==> src/rtl/ufbd_pkg.sv <==
// Shared types and constants for the UART fractional baud divisor search.
// Used by the channel interfaces, the serial divider and the top level.
package ufbd_pkg;

  localparam int BAUD_W     = 22;
  localparam int SYSCLK_W   = 28;
  localparam int PCT_W      = 7;
  localparam int DIVISOR_W  = 16;
  localparam int FRAC_W     = 4;
  localparam int ERR_W      = 17;

  // The sampling clock is the system clock divided by four and then sixteen.
  localparam int CLK_SHIFT  = 6;
  localparam int SCLK_W     = SYSCLK_W - CLK_SHIFT;
  localparam int DVD_W      = SCLK_W + FRAC_W;
  localparam int CNT_W      = $clog2(DVD_W);
  localparam int ACC_W      = BAUD_W + PCT_W;

  localparam int CFG_IDX_W  = 2;
  localparam int CFG_DATA_W = SYSCLK_W;

  localparam logic [CFG_IDX_W-1:0] CFG_SYSCLK = 2'd0;
  localparam logic [CFG_IDX_W-1:0] CFG_PCT    = 2'd1;

  localparam logic [SYSCLK_W-1:0] SYSCLK_RESET = 28'd100000000;
  localparam logic [PCT_W-1:0]    PCT_RESET    = 7'd3;
  localparam logic [ERR_W-1:0]    ERROR_LIMIT  = 17'd100000;
  localparam logic [FRAC_W-1:0]   FRAC_MAX     = 4'd15;
  localparam logic [FRAC_W-1:0]   MUL_FIRST    = 4'd1;
  localparam logic [DVD_W:0]      DIV_MIN      = (DVD_W+1)'(3);
  localparam logic [ACC_W-1:0]    PCT_SCALE    = ACC_W'(100);

  typedef enum logic [3:0] {
    ST_IDLE,
    ST_PROD,
    ST_T_GO,
    ST_T_WAIT,
    ST_D_GO,
    ST_D_WAIT,
    ST_C_GO,
    ST_C_WAIT,
    ST_NEXT,
    ST_FIN,
    ST_ACC,
    ST_OUT
  } state_e;

  typedef struct packed {
    logic             start;
    logic [DVD_W-1:0] dividend;
    logic [DVD_W-1:0] divisor;
  } div_req_t;

  typedef struct packed {
    logic             done;
    logic [DVD_W-1:0] quot;
    logic [DVD_W-1:0] rem;
  } div_rsp_t;

endpackage

==> src/rtl/ufbd_if.sv <==
// Valid/ready channel interfaces: baud request, search result and register write.
// Depends on ufbd_pkg for field widths.
interface ufbd_in_if import ufbd_pkg::*; ();
  logic              valid;
  logic              ready;
  logic [BAUD_W-1:0] baud_rate;

  modport source (output valid, output baud_rate, input ready);
  modport sink   (input valid, input baud_rate, output ready);
endinterface

interface ufbd_out_if import ufbd_pkg::*; ();
  logic                 valid;
  logic                 ready;
  logic                 accepted;
  logic [DIVISOR_W-1:0] divisor;
  logic [FRAC_W-1:0]    mul_val;
  logic [FRAC_W-1:0]    add_val;

  modport source (output valid, output accepted, output divisor, output mul_val,
                  output add_val, input ready);
  modport sink   (input valid, input accepted, input divisor, input mul_val,
                  input add_val, output ready);
endinterface

interface ufbd_cfg_if import ufbd_pkg::*; ();
  logic                  valid;
  logic                  ready;
  logic [CFG_IDX_W-1:0]  index;
  logic [CFG_DATA_W-1:0] data;

  modport source (output valid, output index, output data, input ready);
  modport sink   (input valid, input index, input data, output ready);
endinterface

==> src/rtl/ufbd_divider.sv <==
// Radix-2 restoring divider, one quotient bit per cycle, shared by all divisions.
// Depends on ufbd_pkg for the request and response structs.
module ufbd_divider import ufbd_pkg::*; (
  input  logic     clk_i,
  input  logic     rst_ni,
  input  div_req_t req_i,
  output div_rsp_t rsp_o
);

  logic             busy_q;
  logic             done_q;
  logic [CNT_W-1:0] cnt_q;
  logic [DVD_W-1:0] dvs_q;
  logic [DVD_W-1:0] quot_q;
  logic [DVD_W-1:0] rem_q;
  logic [DVD_W:0]   shifted;
  logic [DVD_W:0]   trial;
  logic             fits;

  // The dividend shifts out of the quotient register as quotient bits shift in.
  assign shifted = {rem_q, quot_q[DVD_W-1]};
  assign trial   = shifted - {1'b0, dvs_q};
  assign fits    = shifted >= {1'b0, dvs_q};

  always_ff @(posedge clk_i or negedge rst_ni) begin
    if (!rst_ni) begin
      busy_q <= 1'b0;
      done_q <= 1'b0;
      cnt_q  <= '0;
    end else begin
      done_q <= 1'b0;
      if (req_i.start) begin
        busy_q <= 1'b1;
        cnt_q  <= CNT_W'(DVD_W - 1);
      end else if (busy_q) begin
        cnt_q <= cnt_q - 1'b1;
        if (cnt_q == '0) begin
          busy_q <= 1'b0;
          done_q <= 1'b1;
        end
      end
    end
  end

  always_ff @(posedge clk_i) begin
    if (req_i.start) begin
      dvs_q  <= req_i.divisor;
      quot_q <= req_i.dividend;
      rem_q  <= '0;
    end else if (busy_q) begin
      quot_q <= {quot_q[DVD_W-2:0], fits};
      rem_q  <= fits ? trial[DVD_W-1:0] : shifted[DVD_W-1:0];
    end
  end

  assign rsp_o.done = done_q;
  assign rsp_o.quot = quot_q;
  assign rsp_o.rem  = rem_q;

endmodule

==> src/rtl/uart_fractional_baud_divisor_search_core.sv <==
// Top level of the UART fractional baud divisor search: sequencer, config registers
// and candidate bookkeeping. Depends on ufbd_pkg, ufbd_if.sv and ufbd_divider.
//
// Usage: a beat on in_if carries a requested baud rate. The block walks the
// multiplier 1..15 and divisor-add 0..15 pairs; for each pair it forms
// t = mul * (sysclk / 64) / (mul + add), the rounded divisor d = t / baud and
// the achieved rate t / d, all three divisions on one 26-bit serial divider;
// a pair whose d falls outside 3..65535 skips the third division. The search
// ends early at the first exact match. A zero baud rate skips the search and
// presents its result in the cycle right after the request beat.
// One beat on out_if returns accepted, divisor, mul_val and add_val. in_if is
// not ready from the accepted beat until the result beat has been taken; a
// stalled result simply holds on out_if. cfg_if is always ready and writes
// system_clock_hz (index 0) or accepted_error_percent (index 1); write only while
// idle. Reset restores 100 MHz and 3 percent and returns the block to idle.
module uart_fractional_baud_divisor_search_core import ufbd_pkg::*; (
  input  logic       clk_i,
  input  logic       rst_ni,
  ufbd_in_if.sink    in_if,
  ufbd_out_if.source out_if,
  ufbd_cfg_if.sink   cfg_if
);

  state_e state_q, state_d;

  logic [SYSCLK_W-1:0]  sysclk_q;
  logic [PCT_W-1:0]     pct_q;
  logic [BAUD_W-1:0]    baud_q;
  logic [SCLK_W-1:0]    sclk_q;
  logic [FRAC_W-1:0]    mul_q;
  logic [FRAC_W-1:0]    add_q;
  logic [DVD_W-1:0]     prod_q;
  logic [DVD_W-1:0]     t_q;
  logic [DIVISOR_W-1:0] d_q;
  logic [ERR_W-1:0]     best_err_q;
  logic [DIVISOR_W-1:0] best_div_q;
  logic [FRAC_W-1:0]    best_mul_q;
  logic [FRAC_W-1:0]    best_add_q;
  logic                 found_q;
  logic [ACC_W-1:0]     lim_q;
  logic [ACC_W-1:0]     scaled_q;
  logic                 acc_q;

  div_req_t div_req;
  div_rsp_t div_rsp;

  logic           in_fire;
  logic           last_pair;
  logic           round_up;
  logic [DVD_W:0] d_c;
  logic           d_valid;
  logic [DVD_W-1:0] baud_ext;
  logic [DVD_W-1:0] err_c;
  logic           better;

  ufbd_divider u_div (
    .clk_i  (clk_i),
    .rst_ni (rst_ni),
    .req_i  (div_req),
    .rsp_o  (div_rsp)
  );

  assign in_fire   = in_if.valid && in_if.ready;
  assign last_pair = (mul_q == FRAC_MAX) && (add_q == FRAC_MAX);

  // Rounding: bump the divisor when the remainder exceeds half the baud rate.
  assign baud_ext = DVD_W'(baud_q);
  assign round_up = div_rsp.rem > DVD_W'(baud_q >> 1);
  assign d_c      = {1'b0, div_rsp.quot} + (DVD_W+1)'(round_up);
  assign d_valid  = (d_c[DVD_W:DIVISOR_W] == '0) && (d_c >= DIV_MIN);

  assign err_c  = (div_rsp.quot <= baud_ext) ? baud_ext - div_rsp.quot
                                             : div_rsp.quot - baud_ext;
  assign better = err_c < DVD_W'(best_err_q);

  always_comb begin
    state_d = state_q;
    case (state_q)
      ST_IDLE: begin
        if (in_fire) state_d = (in_if.baud_rate == '0) ? ST_OUT : ST_PROD;
      end
      ST_PROD:   state_d = ST_T_GO;
      ST_T_GO:   state_d = ST_T_WAIT;
      ST_T_WAIT: if (div_rsp.done) state_d = ST_D_GO;
      ST_D_GO:   state_d = ST_D_WAIT;
      ST_D_WAIT: begin
        if (div_rsp.done) state_d = d_valid ? ST_C_GO : ST_NEXT;
      end
      ST_C_GO:   state_d = ST_C_WAIT;
      ST_C_WAIT: if (div_rsp.done) state_d = ST_NEXT;
      ST_NEXT:   state_d = (found_q || last_pair) ? ST_FIN : ST_PROD;
      ST_FIN:    state_d = ST_ACC;
      ST_ACC:    state_d = ST_OUT;
      ST_OUT:    if (out_if.ready) state_d = ST_IDLE;
      default:   state_d = ST_IDLE;
    endcase
  end

  always_comb begin
    in_if.ready         = 1'b0;
    out_if.valid        = 1'b0;
    div_req.start       = 1'b0;
    div_req.dividend    = t_q;
    div_req.divisor     = DVD_W'(d_q);
    case (state_q)
      ST_IDLE: in_if.ready = 1'b1;
      ST_T_GO: begin
        div_req.start    = 1'b1;
        div_req.dividend = prod_q;
        div_req.divisor  = DVD_W'({1'b0, mul_q} + {1'b0, add_q});
      end
      ST_D_GO: begin
        div_req.start   = 1'b1;
        div_req.divisor = baud_ext;
      end
      ST_C_GO: div_req.start = 1'b1;
      ST_OUT:  out_if.valid  = 1'b1;
      default: ;
    endcase
  end

  assign cfg_if.ready   = 1'b1;
  assign out_if.accepted = acc_q;
  assign out_if.divisor  = best_div_q;
  assign out_if.mul_val  = best_mul_q;
  assign out_if.add_val  = best_add_q;

  always_ff @(posedge clk_i or negedge rst_ni) begin
    if (!rst_ni) begin
      state_q  <= ST_IDLE;
      sysclk_q <= SYSCLK_RESET;
      pct_q    <= PCT_RESET;
    end else begin
      state_q <= state_d;
      if (cfg_if.valid && (cfg_if.index == CFG_SYSCLK)) sysclk_q <= cfg_if.data;
      if (cfg_if.valid && (cfg_if.index == CFG_PCT))    pct_q    <= cfg_if.data[PCT_W-1:0];
    end
  end

  always_ff @(posedge clk_i) begin
    case (state_q)
      ST_IDLE: begin
        if (in_fire) begin
          baud_q     <= in_if.baud_rate;
          sclk_q     <= sysclk_q[SYSCLK_W-1:CLK_SHIFT];
          mul_q      <= MUL_FIRST;
          add_q      <= '0;
          best_err_q <= ERROR_LIMIT;
          best_div_q <= '0;
          best_mul_q <= MUL_FIRST;
          best_add_q <= '0;
          found_q    <= 1'b0;
          acc_q      <= 1'b0;
        end
      end
      ST_PROD:   prod_q <= DVD_W'(mul_q) * DVD_W'(sclk_q);
      ST_T_WAIT: if (div_rsp.done) t_q <= div_rsp.quot;
      ST_D_WAIT: if (div_rsp.done) d_q <= d_c[DIVISOR_W-1:0];
      ST_C_WAIT: begin
        if (div_rsp.done && better) begin
          best_err_q <= err_c[ERR_W-1:0];
          best_div_q <= d_q;
          best_mul_q <= mul_q;
          best_add_q <= add_q;
          found_q    <= (err_c == '0);
        end
      end
      ST_NEXT: begin
        if (add_q == FRAC_MAX) begin
          add_q <= '0;
          mul_q <= mul_q + 1'b1;
        end else begin
          add_q <= add_q + 1'b1;
        end
      end
      ST_FIN: begin
        // best < floor(baud * pct / 100) holds exactly when (best + 1) * 100 <= baud * pct.
        scaled_q <= ACC_W'(baud_q) * ACC_W'(pct_q);
        lim_q    <= (ACC_W'(best_err_q) + 1'b1) * PCT_SCALE;
      end
      ST_ACC:  acc_q <= lim_q <= scaled_q;
      default: ;
    endcase
  end

endmodule

==> src/flat_wrapper.sv <==
// flat-port wrapper written by rule: the top's interface ports become plain ports
module uart_fractional_baud_divisor_search_core_flat import ufbd_pkg::*;
  (clk_i, rst_ni, in_if_valid, in_if_baud_rate, in_if_ready, out_if_valid, out_if_accepted, out_if_divisor, out_if_mul_val, out_if_add_val, out_if_ready, cfg_if_valid, cfg_if_index, cfg_if_data, cfg_if_ready);
  ufbd_in_if in_if_i ();
  ufbd_out_if out_if_i ();
  ufbd_cfg_if cfg_if_i ();
  input  logic clk_i;
  input  logic rst_ni;
  input wire logic [$bits(in_if_i.valid)-1:0] in_if_valid;
  input wire logic [$bits(in_if_i.baud_rate)-1:0] in_if_baud_rate;
  output wire logic [$bits(in_if_i.ready)-1:0] in_if_ready;
  output wire logic [$bits(out_if_i.valid)-1:0] out_if_valid;
  output wire logic [$bits(out_if_i.accepted)-1:0] out_if_accepted;
  output wire logic [$bits(out_if_i.divisor)-1:0] out_if_divisor;
  output wire logic [$bits(out_if_i.mul_val)-1:0] out_if_mul_val;
  output wire logic [$bits(out_if_i.add_val)-1:0] out_if_add_val;
  input wire logic [$bits(out_if_i.ready)-1:0] out_if_ready;
  input wire logic [$bits(cfg_if_i.valid)-1:0] cfg_if_valid;
  input wire logic [$bits(cfg_if_i.index)-1:0] cfg_if_index;
  input wire logic [$bits(cfg_if_i.data)-1:0] cfg_if_data;
  output wire logic [$bits(cfg_if_i.ready)-1:0] cfg_if_ready;
  assign in_if_i.valid = in_if_valid;
  assign in_if_i.baud_rate = in_if_baud_rate;
  assign in_if_ready = in_if_i.ready;
  assign out_if_valid = out_if_i.valid;
  assign out_if_accepted = out_if_i.accepted;
  assign out_if_divisor = out_if_i.divisor;
  assign out_if_mul_val = out_if_i.mul_val;
  assign out_if_add_val = out_if_i.add_val;
  assign out_if_i.ready = out_if_ready;
  assign cfg_if_i.valid = cfg_if_valid;
  assign cfg_if_i.index = cfg_if_index;
  assign cfg_if_i.data = cfg_if_data;
  assign cfg_if_ready = cfg_if_i.ready;
  uart_fractional_baud_divisor_search_core u_core (.clk_i(clk_i), .rst_ni(rst_ni), .in_if(in_if_i), .out_if(out_if_i), .cfg_if(cfg_if_i));
endmodule
==> config.mk <==
export PLATFORM = sky130hd
export DESIGN_NAME = uart_fractional_baud_divisor_search_core_flat
export DESIGN_NICKNAME = d
export VERILOG_FILES = /design/src/rtl/ufbd_pkg.sv /design/src/rtl/ufbd_if.sv /design/src/rtl/ufbd_divider.sv /design/src/rtl/uart_fractional_baud_divisor_search_core.sv /design/src/flat_wrapper.sv
export SDC_FILE = /design/constraint.sdc
export NUM_CORES = 1
export LEC_CHECK = 0
export ABC_AREA = 1
export BUFFER_PORTS_ARGS = -buffer_cell sky130_fd_sc_hd__buf_2
export CAP_MARGIN = 10
export CORE_MARGIN = 1.5
export CORE_UTILIZATION = 60
export DETAILED_ROUTE_END_ITERATION = 7
export GPL_TIMING_DRIVEN = 1
export PLACE_DENSITY = 0.77
export SLEW_MARGIN = 15
export SYNTH_ARGS = -nofsm -noshare
export SYNTH_HDL_FRONTEND = slang
export SYNTH_SLANG_ARGS = --single-unit
export TNS_END_PERCENT = 5
==> constraint.sdc <==
create_clock -name clk_i -period 11.8 [get_ports clk_i]
set_input_delay 1.77 -clock clk_i [delete_from_list [all_inputs] [get_ports clk_i]]
set_output_delay 1.77 -clock clk_i [all_outputs]
set_load 0.01 [all_outputs]
==> metrics <==
status=finished with violations; violated checks=design-rule violations; post-cts gate resize count=0; Max Clock Skew=between 0.02 and 0.025 ns; clock-pin slew on the worst setup and hold paths=around 0.060 ns; ys async rst share=between 10% and 20%; post-CTS setup buffer count=0; die height=around 220 um; cell total after placement=between 4000 and 5000; crit path kind=reg -> reg; Max clock buf depth=3; Mapped Area=roughly 28000 um^2; synth top area cells=edfxtp_1 (28%), ha_1 (12%), nand2_1 (11%), fa_1 (11%), inv_1 (8.6%); Remaining DRCs=2; r2r setup slk=6.39 ns; setup TNS=0 ns; GR Overflow Total=0; sink count of the clock tree=330; Yosys warnings=0; Final ANT Viol Nets=0; final worst path period need=approximately 5.4 ns; Critical Path Source Type=register; pin count of the biggest net entering global routing=between 50 and 60; port buffer count=83; synth unique cells=64; TritonCTS clock tree=done; Hold Buf Count CTS=0; Die Wd=221 um; proportion of layout cells with a drive suffix above 1=~7.3%; Layout area overhead=7.83%; Starting Density=around three fifths; worst min-delay path startpoint=u_core.sysclk_q[11]$_DFFE_PN0P_; vias in the first global route=approximately 23000; CP max FO=23; GRT Util Overall=between 30% and 40%; WHS Path Cells=0; fill count=just under 4000; DR WL/cell=18.9 um; die area=a little under 50000 um^2; Max-Slew Margin vs Limit=about a third; non-filler cells, final=around 4100; row count=79; final-stage net count=between 3000 and 4000; Top FF cell, synth=edfxtp_1; HP Class=reg -> reg; vias per cell=~5.6; routing usage on met2=a little over half; fmax=around 180 MHz; syn_area_per_cell=just over 8 um^2; initial antenna violation count=7; RePlAce Congestion=approximately 1.1; Final Cycle Share=a little under half; post-synth top area cell=edfxtp_1; number of synthesized register bits=between 300 and 400; worst skew pair latency=about 0.59 ns; number of synthesized flops with an enable pin=roughly 260; # setup viols final=0; vias=23400; hold path endpoint=u_core.sclk_q[5]$_DFFE_PP_; CP arrival=about 5.7 ns; Max Transition Viols Final=0; reg2reg start=u_core.pct_q[5]$_DFFE_PN0P_; synthesized instance count=between 3000 and 4000; Critical Path RT=12.11 ns; GR peak layer=met2; top-area cell type share of the netlist area=27.8%; CP endpoint kind=register; detailed-router iteration count before antenna repair=8; RSZ-0062 raised after global routing=false; reg2reg end=u_core.scaled_q[22]$_DFFE_PP_; Max H-tree Level=2; actual slew at the worst max-slew pin=1.03 ns; routed wire length=a little under 80 mm; sequential element share of the synthesized area=between 30% and 40%; endpoints failing hold=0; Reg2Reg Depth=16; CTS Buf Count=40; core area=roughly 47000 um^2; syn nets=about 3900; met1 Use GR=about two fifths; hpwl dp=roughly 63 mm; CTS root buf=clkbuf_16; first-pass GRT wire length=between 100 and 150 mm; io pins=85; Hold Worst Slack=between 0.4 and 0.5 ns; met3 Use GR=about 5.2%; max_cap viols=0; Iteration-0 DRC Markers=around 1900
metrics by stage:
stage | setup slack [ns] | cell area (um^2) | util (%)
6_report | 6.39 | 30700 | 65.9
5_1_grt | 6.03 | 30700 | 65.9
4_1_cts | 6.48 | 30700 | 65.8
3_5_place_dp | 6.48 | 29400 | 63.1
3_3_place_gp | 6.60 | 29400 | 63.1
2_1_floorplan | 6.33 | 28500 | -
cell type report:
cell class,count,area (um^2),share of cell area [%]
well taps,607,759,2.47
flip-flops and latches,330,9470,30.8
clock inverters,29,251,0.819
repair buffers,97,520,1.69
multi-input cells,2372,16200,52.7
inverters,660,2480,8.07
diodes,4,10.0,0.0326
clock buffers,44,1050,3.40
routing by layer:
metal,wire length (um),vias to the layer above
met1,31700,10900
met2,35900,1029
met5,0,-
met4,4640,0
met3,6200,218
li1,-,11200
cell families (layout without fill, tap and decap cells):
family | after synthesis | count (layout) | synth area share (%)
AND/OR/NAND/NOR | 1349 | 1349 | 19.6
buffers and inverters | 753 | 830 | 10.1
adder cells (fa/ha/maj) | 430 | 430 | 23.0
AO/OA/AOI/OAI | 425 | 425 | 8.73
flip-flops | 330 | 330 | 33.2
XOR/XNOR | 140 | 140 | 4.30
multiplexers | 27 | 27 | 1.07
other | 1 | 5 | 0.0132
layout by cell type (no fill, tap or decap), types with 8 or more instances in the layout:
cell | netlist | routed
edfxtp_1 | 264 | 264
buf_2 | 19 | 83
nor2_2 | 14 | 15
mux2_2 | 27 | 27
a21oi_1 | 173 | 172
dfxtp_1 | 26 | 26
nor2_1 | 272 | 269
a31oi_1 | 19 | 19
xor2_1 | 100 | 100
o221ai_1 | 8 | 8
clkinv_1 | 3 | 12
a21boi_0 | 8 | 8
o21bai_1 | 9 | 9
o31ai_1 | 28 | 28
clkbuf_16 | 0 | 40
a21o_1 | 12 | 12
nor3_1 | 30 | 28
nand4_1 | 40 | 40
o211ai_1 | 10 | 10
o21ai_0 | 103 | 103
o22ai_1 | 19 | 19
inv_1 | 650 | 650
fa_1 | 156 | 156
ha_1 | 274 | 274
nand2_1 | 833 | 833
nand3_1 | 111 | 111
dfstp_2 | 14 | 14
dfrtp_1 | 26 | 26
buf_4 | 3 | 14
xnor2_1 | 40 | 40
nand2_2 | 9 | 9
nor4_1 | 17 | 17
synth_stat cells, types with 4 or more instances:
library cell / count
inv_1: 650
xor2_1: 100
xnor2_1: 40
o22ai_1: 19
nor4_1: 17
o21bai_1: 9
nand2_1: 833
a21boi_1: 4
mux2_2: 27
clkbuf_1: 65
a21o_1: 12
nor2_2: 14
dfrtp_1: 26
a211oi_1: 6
dfxtp_1: 26
nor3_1: 30
o211a_1: 4
nand4_1: 40
nand3_1: 111
nand2_2: 9
o21ai_0: 103
o211ai_1: 10
o221ai_1: 8
nor2_1: 272
fa_1: 156
a21oi_1: 173
buf_2: 19
edfxtp_1: 264
dfstp_2: 14
o21a_1: 5
ha_1: 274
or2_2: 5
nor2_4: 4
o31ai_1: 28
inv_2: 6
a21boi_0: 8
a31oi_1: 19
flip-flops by register name, summed over array words and instances, names as in the netlist, 4 cells and up:
signal                 cells
u_core.add_q               4
u_core.baud_q             22
u_core.best_err_q         17
u_core.d_q                16
u_core.lim_q              24
u_core.mul_q               4
u_core.out_if.add_val      4
u_core.out_if.divisor     16
u_core.out_if.mul_val      4
u_core.pct_q               7
u_core.prod_q             26
u_core.scaled_q           29
u_core.sclk_q             22
u_core.state_q             4
u_core.sysclk_q           22
u_core.t_q                26
u_core.u_div.cnt_q         5
u_core.u_div.dvs_q        22
u_core.u_div.quot_q       26
u_core.u_div.rem_q        26
worst max path at each step:
stage | startpoint | depth (start not counted) | slack (ns) | endpoint
3_5_place_dp | u_core.pct_q[6]$_DFFE_PN0P_ | 16 | 6.48 | u_core.scaled_q[22]$_DFFE_PP_
2_1_floorplan | u_core.baud_q[1]$_DFFE_PP_ | 24 | 6.33 | u_core.best_err_q[0]$_SDFFCE_PN0P_
4_1_cts | u_core.pct_q[6]$_DFFE_PN0P_ | 16 | 6.48 | u_core.scaled_q[22]$_DFFE_PP_
6_report | u_core.pct_q[5]$_DFFE_PN0P_ | 16 | 6.39 | u_core.scaled_q[22]$_DFFE_PP_
5_1_grt | u_core.pct_q[5]$_DFFE_PN0P_ | 16 | 6.03 | u_core.scaled_q[22]$_DFFE_PP_
3_3_place_gp | u_core.pct_q[3]$_DFFE_PN0P_ | 16 | 6.60 | u_core.scaled_q[22]$_DFFE_PP_
critical path, stage by stage (launching register included):
cell and delay [ns]:
dfrtp_1 0.88, nand2_1 0.18, fa_1 0.54, inv_1 0.06, fa_1 0.50, fa_1 0.52, fa_1 0.49, ha_1 0.42
nand2_1 0.13, nor2_1 0.12, inv_1 0.04, o21bai_1 0.29, a21boi_1 0.14, o21ai_0 0.33, a21boi_1 0.17, o21ai_0 0.22
xor2_1 0.10
Power is not shown: default switching activity piles up to over one toggle a cycle in this logic, so the estimate is an artifact.
